## config.mk

```make
export PLATFORM = sky130hd
export DESIGN_NAME = cordic_square_root
export DESIGN_NICKNAME = d
export VERILOG_FILES = /design/src/hw/rtl/csqrt_pkg.sv /design/src/hw/rtl/csqrt_kernel.sv /design/src/hw/rtl/cordic_square_root.sv
export SDC_FILE = /design/constraint.sdc
export NUM_CORES = 2
export LEC_CHECK = 0
export ABC_AREA = 1
export BUFFER_PORTS_ARGS = -buffer_cell sky130_fd_sc_hd__buf_2
export CAP_MARGIN = 20
export CORE_MARGIN = 5
export CORE_UTILIZATION = 35
export DETAILED_ROUTE_END_ITERATION = 12
export SETUP_SLACK_MARGIN = 0.2
export SLEW_MARGIN = 20
export SYNTH_ARGS = -nofsm -noshare
export SYNTH_HDL_FRONTEND = slang
export SYNTH_SLANG_ARGS = --single-unit
```

## constraint.sdc

```tcl
create_clock -name i_clk -period 9.2 [get_ports i_clk]
set_input_delay 1.38 -clock i_clk [delete_from_list [all_inputs] [get_ports i_clk]]
set_output_delay 1.38 -clock i_clk [all_outputs]
set_load 0.005 [all_outputs]
```

## src/hw/rtl/csqrt_pkg.sv

```systemverilog
// Shared types, constants and helpers for the hyperbolic CORDIC square root.
// No dependencies; used by csqrt_kernel and cordic_square_root.
package csqrt_pkg;

    // Fixed-point format of operand and root
    localparam int FRAC_BITS     = 16;
    // Defaults for the top-level parameters
    localparam int WORK_BITS_DEF = 40;
    localparam int MAX_ITER_DEF  = 30;

    localparam logic [4:0]  ITER_RESET = 5'd20;
    // Gain correction 1.2074970677... for 20 steps, 32 fraction bits, rounded down
    localparam logic [32:0] GAIN_Q32   = 33'h1351E8720;
    localparam logic [23:0] ROOT_MAX   = 24'hFFFFFF;

    typedef enum logic [2:0] {
        S_IDLE,
        S_NORM,
        S_KERN,
        S_GAIN,
        S_SCALE
    } t_state;

    // Sequencer commands to the kernel
    typedef struct packed {
        logic load;
        logic step;
    } t_kern_ctrl;

    // Steps 4, 13, 40, ... (k -> 3k+1) run twice for convergence
    function automatic logic is_repeat(input logic [7:0] i);
        int   k;
        logic hit;
        hit = 1'b0;
        for (k = 4; k < 256; k = 3 * k + 1) begin
            if (i == 8'(k)) begin
                hit = 1'b1;
            end
        end
        return hit;
    endfunction

endpackage

```

## src/hw/rtl/csqrt_kernel.sv

```systemverilog
// Hyperbolic CORDIC x/y registers and the one shared shift-add step.
// Depends on csqrt_pkg (t_kern_ctrl).
module csqrt_kernel #(
    parameter int WORK_BITS = csqrt_pkg::WORK_BITS_DEF,
    parameter int CNT_W     = 5
) (
    input  logic                        i_clk,
    input  csqrt_pkg::t_kern_ctrl       i_ctrl,
    input  logic [WORK_BITS-1:0]        i_u,
    input  logic [CNT_W-1:0]            i_shift,
    output logic signed [WORK_BITS-1:0] o_x
);

    // 0.25 in the kernel format (WORK_BITS-4 fraction bits)
    localparam logic [WORK_BITS-1:0] QUARTER = WORK_BITS'(1) << (WORK_BITS - 6);

    logic signed [WORK_BITS-1:0] r_x, r_y;
    logic signed [WORK_BITS-1:0] n_x, n_y;
    logic signed [WORK_BITS-1:0] xs, ys;

    // One step: rotate towards y = 0, shifts floor towards minus infinity
    always_comb begin
        xs = r_x >>> i_shift;
        ys = r_y >>> i_shift;
        n_x = r_x;
        n_y = r_y;
        if (i_ctrl.load) begin
            n_x = $signed(i_u + QUARTER);
            n_y = $signed(i_u - QUARTER);
        end else if (i_ctrl.step) begin
            if (r_y[WORK_BITS-1]) begin
                n_x = r_x + ys;
                n_y = r_y + xs;
            end else begin
                n_x = r_x - ys;
                n_y = r_y - xs;
            end
        end
    end

    always_ff @(posedge i_clk) begin
        r_x <= n_x;
        r_y <= n_y;
    end

    assign o_x = r_x;

endmodule

```

## src/hw/rtl/cordic_square_root.sv

```systemverilog
// Square root of a signed Q16.16 request by hyperbolic CORDIC, unsigned Q8.16 root.
// Depends on csqrt_pkg and csqrt_kernel.
//
// A request is taken when start is high and busy is low; the result appears on
// o_root/o_status for exactly one cycle with o_valid high and cannot be stalled.
// A negative or zero operand is answered straight from the idle state; busy
// stays low. Any other operand passes through the normaliser, the kernel load,
// the CORDIC steps, the gain correction and the final scaling. The normaliser
// removes the j (0..15) leading zero bit pairs below the sign bit, one pair a
// cycle; the CORDIC kernel does one shift-add step per cycle, n steps (the
// configured step count, reset to 20 and capped at MAX_ITERATIONS) plus r
// repeats of steps 4 and 13 where they lie within n. busy is high until the
// result is shown, so a new request may already be taken in that same cycle.
module cordic_square_root #(
    parameter int WORK_BITS      = csqrt_pkg::WORK_BITS_DEF,
    parameter int MAX_ITERATIONS = csqrt_pkg::MAX_ITER_DEF
) (
    input  logic               i_clk,
    input  logic               i_rst_n,
    input  logic               start,
    output logic               busy,
    input  logic signed [31:0] i_operand,
    input  logic               i_cfg_we,
    input  logic [4:0]         i_cfg_wdata,
    output logic               o_valid,
    output logic [23:0]        o_root,
    output logic               o_status
);

    localparam int F     = csqrt_pkg::FRAC_BITS;
    localparam int KF    = WORK_BITS - 4;
    localparam int CNT_W = $clog2(MAX_ITERATIONS + 1);
    // Even exponent base for top bit at 30 or 29 (before the j pair shifts)
    localparam int C0_30 = 30 - F + ((30 + F) % 2);
    localparam int C0_29 = 29 - F + ((29 + F) % 2);
    // Shift from normalised word to kernel format
    localparam int D30   = KF - 30 - ((30 + F) % 2);
    localparam int D29   = KF - 29 - ((29 + F) % 2);
    localparam int POS30 = (D30 >= 0) ? D30 : 0;
    localparam int NEG30 = (D30 < 0) ? -D30 : 0;
    localparam int POS29 = (D29 >= 0) ? D29 : 0;
    localparam int NEG29 = (D29 < 0) ? -D29 : 0;
    localparam int UW    = 31 + ((POS30 > POS29) ? POS30 : POS29);
    // Final right shift before adding j; never negative over the FRAC_BITS range
    localparam int RS30  = 62 - F - C0_30 / 2;
    localparam int RS29  = 62 - F - C0_29 / 2;
    localparam int XW    = WORK_BITS + 30;

    csqrt_pkg::t_state     r_state, n_state;
    logic [4:0]            r_iter, n_iter;
    logic [30:0]           r_w, n_w;
    logic [3:0]            r_j, n_j;
    logic [CNT_W-1:0]      r_n, n_n;
    logic [CNT_W-1:0]      r_i, n_i;
    logic                  r_rep, n_rep;
    logic [63:0]           r_prod, n_prod;
    logic                  r_valid, n_valid;
    logic [23:0]           r_root, n_root;
    logic                  r_status, n_status;

    csqrt_pkg::t_kern_ctrl kctrl;
    logic                  w_top;
    logic [UW-1:0]         u_wide;
    logic [WORK_BITS-1:0]  u;
    logic [CNT_W-1:0]      n_eff;
    logic signed [WORK_BITS-1:0] kx;
    logic [WORK_BITS-1:0]  xc;
    logic [XW-1:0]         xw;
    logic [31:0]           xq;
    logic [64:0]           prod_full;
    logic [63:0]           prod_sat;
    logic [6:0]            rs;
    logic [63:0]           shifted;
    logic [23:0]           root_sat;

    csqrt_kernel #(
        .WORK_BITS (WORK_BITS),
        .CNT_W     (CNT_W)
    ) u_kernel (
        .i_clk   (i_clk),
        .i_ctrl  (kctrl),
        .i_u     (u),
        .i_shift (r_i),
        .o_x     (kx)
    );

    // Normalised word into kernel format; top bit position picks the shift
    always_comb begin
        w_top = r_w[30] | r_w[29];
        if (r_w[30]) begin
            u_wide = (UW'(r_w) >> NEG30) << POS30;
        end else begin
            u_wide = (UW'(r_w) >> NEG29) << POS29;
        end
        u = WORK_BITS'(u_wide);
    end

    // Step count, capped
    always_comb begin
        if (32'(r_iter) > MAX_ITERATIONS) begin
            n_eff = CNT_W'(MAX_ITERATIONS);
        end else begin
            n_eff = CNT_W'(r_iter);
        end
    end

    // Gain correction: x to 30 fraction bits, saturated, times the gain
    always_comb begin
        xc        = kx[WORK_BITS-1] ? '0 : kx;
        xw        = (XW'(xc) << 30) >> KF;
        xq        = (|xw[XW-1:32]) ? 32'hFFFFFFFF : xw[31:0];
        prod_full = 65'(xq) * 65'(csqrt_pkg::GAIN_Q32);
        prod_sat  = prod_full[64] ? 64'hFFFFFFFFFFFFFFFF : prod_full[63:0];
    end

    // Scale back by half the exponent and saturate to the root width
    always_comb begin
        rs       = (r_w[30] ? 7'(RS30) : 7'(RS29)) + 7'(r_j);
        shifted  = rs[6] ? '0 : (r_prod >> rs[5:0]);
        root_sat = (|shifted[63:24]) ? csqrt_pkg::ROOT_MAX : shifted[23:0];
    end

    // Sequencer: next state and outputs
    always_comb begin
        n_state  = r_state;
        n_iter   = i_cfg_we ? i_cfg_wdata : r_iter;
        n_w      = r_w;
        n_j      = r_j;
        n_n      = r_n;
        n_i      = r_i;
        n_rep    = r_rep;
        n_prod   = r_prod;
        n_valid  = 1'b0;
        n_root   = r_root;
        n_status = r_status;
        kctrl    = '0;
        busy     = (r_state != csqrt_pkg::S_IDLE);
        unique case (r_state)
            csqrt_pkg::S_IDLE: begin
                if (start) begin
                    if (i_operand[31]) begin
                        n_valid  = 1'b1;
                        n_root   = '0;
                        n_status = 1'b1;
                    end else if (i_operand == '0) begin
                        n_valid  = 1'b1;
                        n_root   = '0;
                        n_status = 1'b0;
                    end else begin
                        n_w     = i_operand[30:0];
                        n_j     = '0;
                        n_state = csqrt_pkg::S_NORM;
                    end
                end
            end
            csqrt_pkg::S_NORM: begin
                // shift by bit pairs so the exponent stays even
                if (w_top) begin
                    kctrl.load = 1'b1;
                    n_n        = n_eff;
                    n_i        = CNT_W'(1);
                    n_rep      = 1'b0;
                    n_state    = (n_eff == '0) ? csqrt_pkg::S_GAIN : csqrt_pkg::S_KERN;
                end else begin
                    n_w = r_w << 2;
                    n_j = r_j + 4'd1;
                end
            end
            csqrt_pkg::S_KERN: begin
                kctrl.step = 1'b1;
                if (csqrt_pkg::is_repeat(8'(r_i)) && !r_rep) begin
                    n_rep = 1'b1;
                end else begin
                    n_rep = 1'b0;
                    if (r_i == r_n) begin
                        n_state = csqrt_pkg::S_GAIN;
                    end else begin
                        n_i = r_i + CNT_W'(1);
                    end
                end
            end
            csqrt_pkg::S_GAIN: begin
                n_prod  = prod_sat;
                n_state = csqrt_pkg::S_SCALE;
            end
            csqrt_pkg::S_SCALE: begin
                n_valid  = 1'b1;
                n_root   = root_sat;
                n_status = 1'b0;
                n_state  = csqrt_pkg::S_IDLE;
            end
            default: begin
                n_state = csqrt_pkg::S_IDLE;
            end
        endcase
    end

    // Control state
    always_ff @(posedge i_clk) begin
        if (!i_rst_n) begin
            r_state <= csqrt_pkg::S_IDLE;
            r_iter  <= csqrt_pkg::ITER_RESET;
            r_valid <= 1'b0;
            r_rep   <= 1'b0;
            r_i     <= '0;
            r_n     <= '0;
        end else begin
            r_state <= n_state;
            r_iter  <= n_iter;
            r_valid <= n_valid;
            r_rep   <= n_rep;
            r_i     <= n_i;
            r_n     <= n_n;
        end
    end

    // Datapath registers
    always_ff @(posedge i_clk) begin
        r_w      <= n_w;
        r_j      <= n_j;
        r_prod   <= n_prod;
        r_root   <= n_root;
        r_status <= n_status;
    end

    assign o_valid  = r_valid;
    assign o_root   = r_root;
    assign o_status = r_status;

    // Checks
    a_neg_answer: assert property (@(posedge i_clk) disable iff (!i_rst_n)
        (start && !busy && i_operand[31]) |=> (o_valid && o_status))
        else $error("negative request not answered with undefined status");

    a_undef_zero: assert property (@(posedge i_clk) disable iff (!i_rst_n)
        (o_valid && o_status) |-> (o_root == '0))
        else $error("undefined result carries a non-zero root");

    a_valid_idle: assert property (@(posedge i_clk) disable iff (!i_rst_n)
        o_valid |-> !busy)
        else $error("result shown while still busy");

    a_kern_range: assert property (@(posedge i_clk) disable iff (!i_rst_n)
        (r_state == csqrt_pkg::S_KERN) |-> (r_i != '0 && r_i <= r_n))
        else $error("kernel step index out of range");

endmodule
```

-- Word-level counts from Yosys, hierarchy flattened
Index checks and enable logic that the tools add are counted.
- logic and storage cells: 118
- bits in latches: 0
- output and inout port bits: 27
- bits in registers: 224
- memory bits (read-only): 0
- input port bits: 41
- memory bits (writable): 0
- memories kept: 0
- multipliers: 1
- bitwise operators: 1
- add/sub/neg operators: 9
- reductions and logical operators: 18
- eq/ne operators: 16
- div/mod/pow operators: 0
- shift-type cells: 3
- mux-type cells: 55
- order comparisons: 1
- operators with widths (cell ; count):
    2-to-1 mux 40 bit ; 6
    2-to-1 mux 31 bit ; 4
    2-to-1 mux 24 bit ; 4
    adder 40 bit ; 2
    >>> shifter 40 x 5 -> 40 bit ; 2
    subtractor 40 bit ; 2
    2-to-1 mux 64 bit ; 1
    >> shifter 64 x 6 -> 64 bit ; 1
    one-hot mux 31 bit (2 select lines) ; 1
    multiplier 32 x 28 -> 60 bit, second input constant ; 1
    one-hot mux 24 bit (2 select lines) ; 1
    OR reduction 40 bit ; 1
    2-to-1 mux 39 bit ; 1
    adder 37 x 35 -> 38 bit, second input constant ; 1
    subtractor 37 x 35 -> 38 bit, second input constant ; 1
    logical NOT 32 bit ; 1
    2-to-1 mux 32 bit ; 1
    2-to-1 mux 5 bit ; 5
    2-to-1 mux 3 bit ; 6
    2-to-1 mux 4 bit ; 4
    != test 2 bit, second input constant ; 8
    2-to-1 mux 1 bit ; 15
    one-hot mux 3 bit (4 select lines) ; 1
    one-hot mux 5 bit (2 select lines) ; 1
    26 further kinds ; 33

-- Logic depth before layout (Yosys ltp)
- depth after elaboration: 7
- gate-level depth with buffers: 36
- gate-level depth less buffers: 34

-- Cells and area by module
Synthesis repeated with hierarchy kept, for this count alone.
- cells, all modules: 5577
- area total of the unflattened synthesis: 38306.7 µm²
- modules (own cells, without submodules) (module ; area each (µm²) ; times used ; seq. area each (µm²) ; cells an instance):
    cordic_square_root ; 23373.7 ; 1 ; 3163.0 ; 2952
    csqrt_kernel ; 14933.1 ; 1 ; 2402.3 ; 2625

-- Worst setup path before layout
No wires, ideal clock.
- path type: flip-flop to flip-flop
- start point: register u_kernel.r_x[38], in the netlist u_kernel.o_x[38]
- end point: register r_prod[59] (data pin)
- setup time: 0.274 ns
- path buffers: 3
- arrival: 6.796 ns
- slack: 2.129 ns
- cell stages (with the launch flop): 26
- data required time: 8.926 ns
- clock period less this slack: 7.071 ns
- path through: edfxtp_1 > clkbuf_1 > clkbuf_1 > o21ai_0 > inv_1 > ha_1 > fa_1 > fa_1 > inv_1 > fa_1 > inv_1 > fa_1 > fa_1 > inv_1 > fa_1 > inv_1 > ha_1 > a21oi_1 > o21ai_0 > a21oi_1 > o21ai_0 > a221oi_1 > nand2_1 > xor2_1 > clkbuf_1 > nand3_1
- word-level cells in the longest chain between the ends: 4
- RTL lines (what ; line ; RTL):
    from (decl) ; csqrt_kernel.sv:17 ; logic signed [WORK_BITS-1:0] r_x, r_y;
    from (signal assigned) ; csqrt_kernel.sv:42 ; r_x <= n_x;
    2-to-1 mux 39 bit ; cordic_square_root.sv:109 ; xc = kx[WORK_BITS-1] ? '0 : kx;
    OR reduction 2 bit ; cordic_square_root.sv:111 ; xq = (|xw[XW-1:32]) ? 32'hFFFFFFFF : xw[31:0];
    2-to-1 mux 32 bit ; cordic_square_root.sv:111 ;
    multiplier 32 x 28 -> 60 bit ; cordic_square_root.sv:112 ; prod_full = 65'(xq) * 65'(csqrt_pkg::GAIN_Q32);
    to (signal assigned) ; cordic_square_root.sv:221 ; r_prod <= n_prod;
    to (decl) ; cordic_square_root.sv:56 ; logic [63:0] r_prod, n_prod;
Every way passes these cells.
A chain may end at the register's enable or synchronous reset.

-- Final worst setup path
- start point: register u_kernel.r_x[38], in the netlist u_kernel.o_x[38]
- end point: register r_prod[53] (data pin)
Same word-level chain as after synthesis.

==> out/summary.json <==
{
  "logic_synthesis": {
    "netlist.area_leader.share": 0.183,
    "synth_top_family_by_area": "adder cells",
    "synth.top_cells.by_area": "sky130_fd_sc_hd__fa_1 18%, sky130_fd_sc_hd__ha_1 15%, sky130_fd_sc_hd__edfxtp_1 14%, sky130_fd_sc_hd__nand2_1 12%, sky130_fd_sc_hd__inv_1 8.9%",
    "syn_warnings": 0,
    "muxShareOfSynthArea": 0.00245,
    "synthAdderAreaFrac": 0.329,
    "synthXorXnorAreaFrac": 0.0269,
    "yosys.cell_count.top_type": "sky130_fd_sc_hd__nand2_1",
    "synth_cells": 5130,
    "mappedNetlistArea_um2": 36700,
    "synth-compound-area-share": 0.118,
    "simple_logic_cell_fraction_of_the_synthesized_area": 0.261,
    "syn_avg_cell_area_um2": 7.16,
    "ys_async_rst_share": 0,
    "mappedNetlistNets": 5937,
    "synth_ff_type": "sky130_fd_sc_hd__edfxtp_1",
    "seq_area_frac_synth": 0.151,
    "synth.ff_latch_count": 192,
    "netlist.top_cell.by_area": "sky130_fd_sc_hd__fa_1",
    "synth_commonest_cells": "1175 x sky130_fd_sc_hd__nand2_1, 871 x sky130_fd_sc_hd__inv_1, 500 x sky130_fd_sc_hd__nand3_1, 431 x sky130_fd_sc_hd__ha_1, 344 x sky130_fd_sc_hd__nor2_1",
    "yosys.cell_types.count": 58,
    "synth_edf_count": 172
  },
  "setup_path": {
    "r2r_end": "r_prod[53]$_SDFFCE_PP1P_",
    "worst_ep_arrival_time_ns": 8.56,
    "critical_path.endpoint_type": "flop",
    "timing.reg2reg.worst_path_depth": 28,
    "r2r_start": "u_kernel.o_x[38]$_SDFFCE_PP0P_",
    "critPathKind": "flop to flop",
    "critPathMaxFanout": 32,
    "worst_path_most_repeated_cell": "sky130_fd_sc_hd__inv_1",
    "regToRegSetupSlack_ns": 0.87,
    "critPathSlowestCell": "sky130_fd_sc_hd__edfxtp_1",
    "cp_slowest_stage_delay_ns": 0.90,
    "start_kind": "flop",
    "worst-endpoint-required_ns": 9.43,
    "cp-startpoint": "u_kernel.o_x[38]$_SDFFCE_PP0P_"
  },
  "timing": {
    "final.setup.tns_ns": 0,
    "timing.final.setup_violations": 0,
    "relSlewSlack": 0.310,
    "timing.final.hold_violations": 0,
    "finClkSkew_ns": 0.0282,
    "max_slew.worst_pin.slew_ns": 1.03,
    "maxClockFrequency_mhz": 120,
    "period_minus_slack_ns": 8.33,
    "maxSlewViolCount": 0,
    "fin_crit_sh": 0.905,
    "grt_setup_unrepaired": "no"
  },
  "floorplanning": {
    "coreArea_um2": 104000,
    "floorplan.io_pins": 68,
    "floorplan.die_area_um2": 112000,
    "placement_rows": 118,
    "die_y_um": 334,
    "die_w_um": 334,
    "initial_core_util": 0.354
  },
  "global_routing": {
    "largest_net_degree_at_the_start_of_global_routing": 83,
    "grt_pass1_vias": 33800,
    "antenna_found_initial": 2,
    "grt_util_all_layers": 0.237,
    "globalRouteOverflowTotal": 0,
    "grt_pass1_wl_um": 203000
  },
  "min_path": {
    "min_path_cells": 2,
    "min_path_type": "flop to flop",
    "timing.hold.worst_endpoint": "r_iter[0]$_SDFFE_PN0P_",
    "min-delay-start": "r_iter[0]$_SDFFE_PN0P_"
  },
  "cts": {
    "cts-root-buf": "sky130_fd_sc_hd__clkbuf_16",
    "cts.htree.levels": 4,
    "tritoncts.num_buffers": 17,
    "clockBufferDepth": 2,
    "post_cts_resized": 0,
    "clock_sinks": 192,
    "cts_setup_buffers": 0,
    "clk_pin_slew_ns": 0.10,
    "tritoncts_clock_tree": "yes",
    "post_cts_hold_buffer_count": 0,
    "clock_insertion_delay_worst_skew_ns": 0.52
  },
  "placement": {
    "gp_routability_congestion": 0.980,
    "place_hpwl_um": 114000,
    "place_area_um2": 38400,
    "port_buffer_cells": 67
  },
  "routing": {
    "detailedRoute.firstIterationViolations": 3044,
    "drt_pre_antenna_iters": 6,
    "via_per_inst": 5.28,
    "wl_per_cell_um": 20.7,
    "drt_drc_violations_left": 0,
    "drt.antenna.violating_nets": 0,
    "via_count": 34300,
    "totalWireLength_um": 135000
  },
  "finish": {
    "layout-drive-gt1-share": 0.0538,
    "fillers": 11200,
    "final_area_um2": 39100,
    "flow.area_growth_from_synthesis_pct": 6.29,
    "final_core_utilization": 0.376,
    "finish.net_count": 5901
  },
  "job": {
    "number_of_max_capacitance_violations_reported": 0
  },
  "outcome": {
    "outcome": "finished, final reports clean"
  }
}
## cell families after synthesis
family,count (synthesis)
AOI/OAI and AO/OA,781
muxes,9
buffers and inverters,1045
and+or+nand+nor,2224
xor gates and xnor gates,113
DFF,192
adders and majority gates,766
## layout by cell type, fill, tap and decap left out, types with 20 or more instances in the layout
cell type,Yosys,layout
sky130_fd_sc_hd__nor3_1,32,31
sky130_fd_sc_hd__nand4_1,30,30
sky130_fd_sc_hd__o21ai_1,40,40
sky130_fd_sc_hd__nand2_2,31,31
sky130_fd_sc_hd__ha_1,431,431
sky130_fd_sc_hd__o21a_1,20,20
sky130_fd_sc_hd__nand2_1,1175,1174
sky130_fd_sc_hd__nor2_1,344,343
sky130_fd_sc_hd__xnor2_1,26,25
sky130_fd_sc_hd__nand3_1,500,500
sky130_fd_sc_hd__or2_2,24,24
sky130_fd_sc_hd__o21ai_0,286,286
sky130_fd_sc_hd__fa_1,335,335
sky130_fd_sc_hd__a31oi_1,52,52
sky130_fd_sc_hd__a21oi_1,270,270
sky130_fd_sc_hd__xor2_1,87,85
sky130_fd_sc_hd__buf_2,50,67
sky130_fd_sc_hd__edfxtp_1,172,172
sky130_fd_sc_hd__buf_4,7,32
sky130_fd_sc_hd__inv_1,871,869
## per-stage QoR
step	worst slack (ns)	hold WS [ns]	std cells
2_1_floorplan	2.13	0.434	5130
3_3_place_gp	1.21	0.457	6454
3_5_place_dp	0.995	0.458	6454
4_1_cts	0.950	0.470	6486
5_1_grt	0.342	0.505	6487
6_report	0.870	0.464	6488
## worst max path at each step
stage | endpoint | cells after the start
floorplan | r_prod[59]$_SDFFCE_PP1P_ | 25
detailed placement | r_prod[53]$_SDFFCE_PP1P_ | 28
global placement | r_prod[53]$_SDFFCE_PP1P_ | 28
finish | r_prod[53]$_SDFFCE_PP1P_ | 28
global route | r_prod[53]$_SDFFCE_PP1P_ | 28
CTS | r_prod[53]$_SDFFCE_PP1P_ | 28
## worst max-delay path: cells and delay by family (launching register included)
kind            cells  cell delay [ns]
compound gates      7             1.69
xor+xnor            1             0.13
fa+ha+maj           8             3.44
buf+inv             8             1.20
flops               1             0.90
simple gates        4             0.67
## layout make-up
type / count / area [um2] / area share
Antenna cell: 1 / 2.50 / 0.0000641
Clock buffer: 17 / 425 / 0.0109
Clock inverter: 15 / 233 / 0.00596
Inverter: 890 / 3350 / 0.0857
Multi-Input combinational cell: 3893 / 27200 / 0.695
Sequential cell: 192 / 5570 / 0.143
Tap cell: 1380 / 1730 / 0.0442
Timing Repair Buffer: 100 / 591 / 0.0151
## flip-flops by register name, summed over array words and instances, names as in the netlist
signal and cells:
u_kernel.o_x 40, r_j 4, r_i 5, r_iter 5, r_prod 32, o_valid 1, r_n 5, o_status 1
r_state 3, r_w 31, o_root 24, u_kernel.r_y 40, r_rep 1
## per-layer routing
layer  track usage  vias to the layer above  share of wire
li1              -                    16600              -
met1         0.305                    16300           0.43
met2         0.405                     1141           0.47
met3        0.0312                      228          0.058
met4        0.0892                        2          0.042
met5             0                        -        0.00013
Power is not shown: default switching activity piles up to over one toggle a cycle in this logic, so the estimate is an artifact.
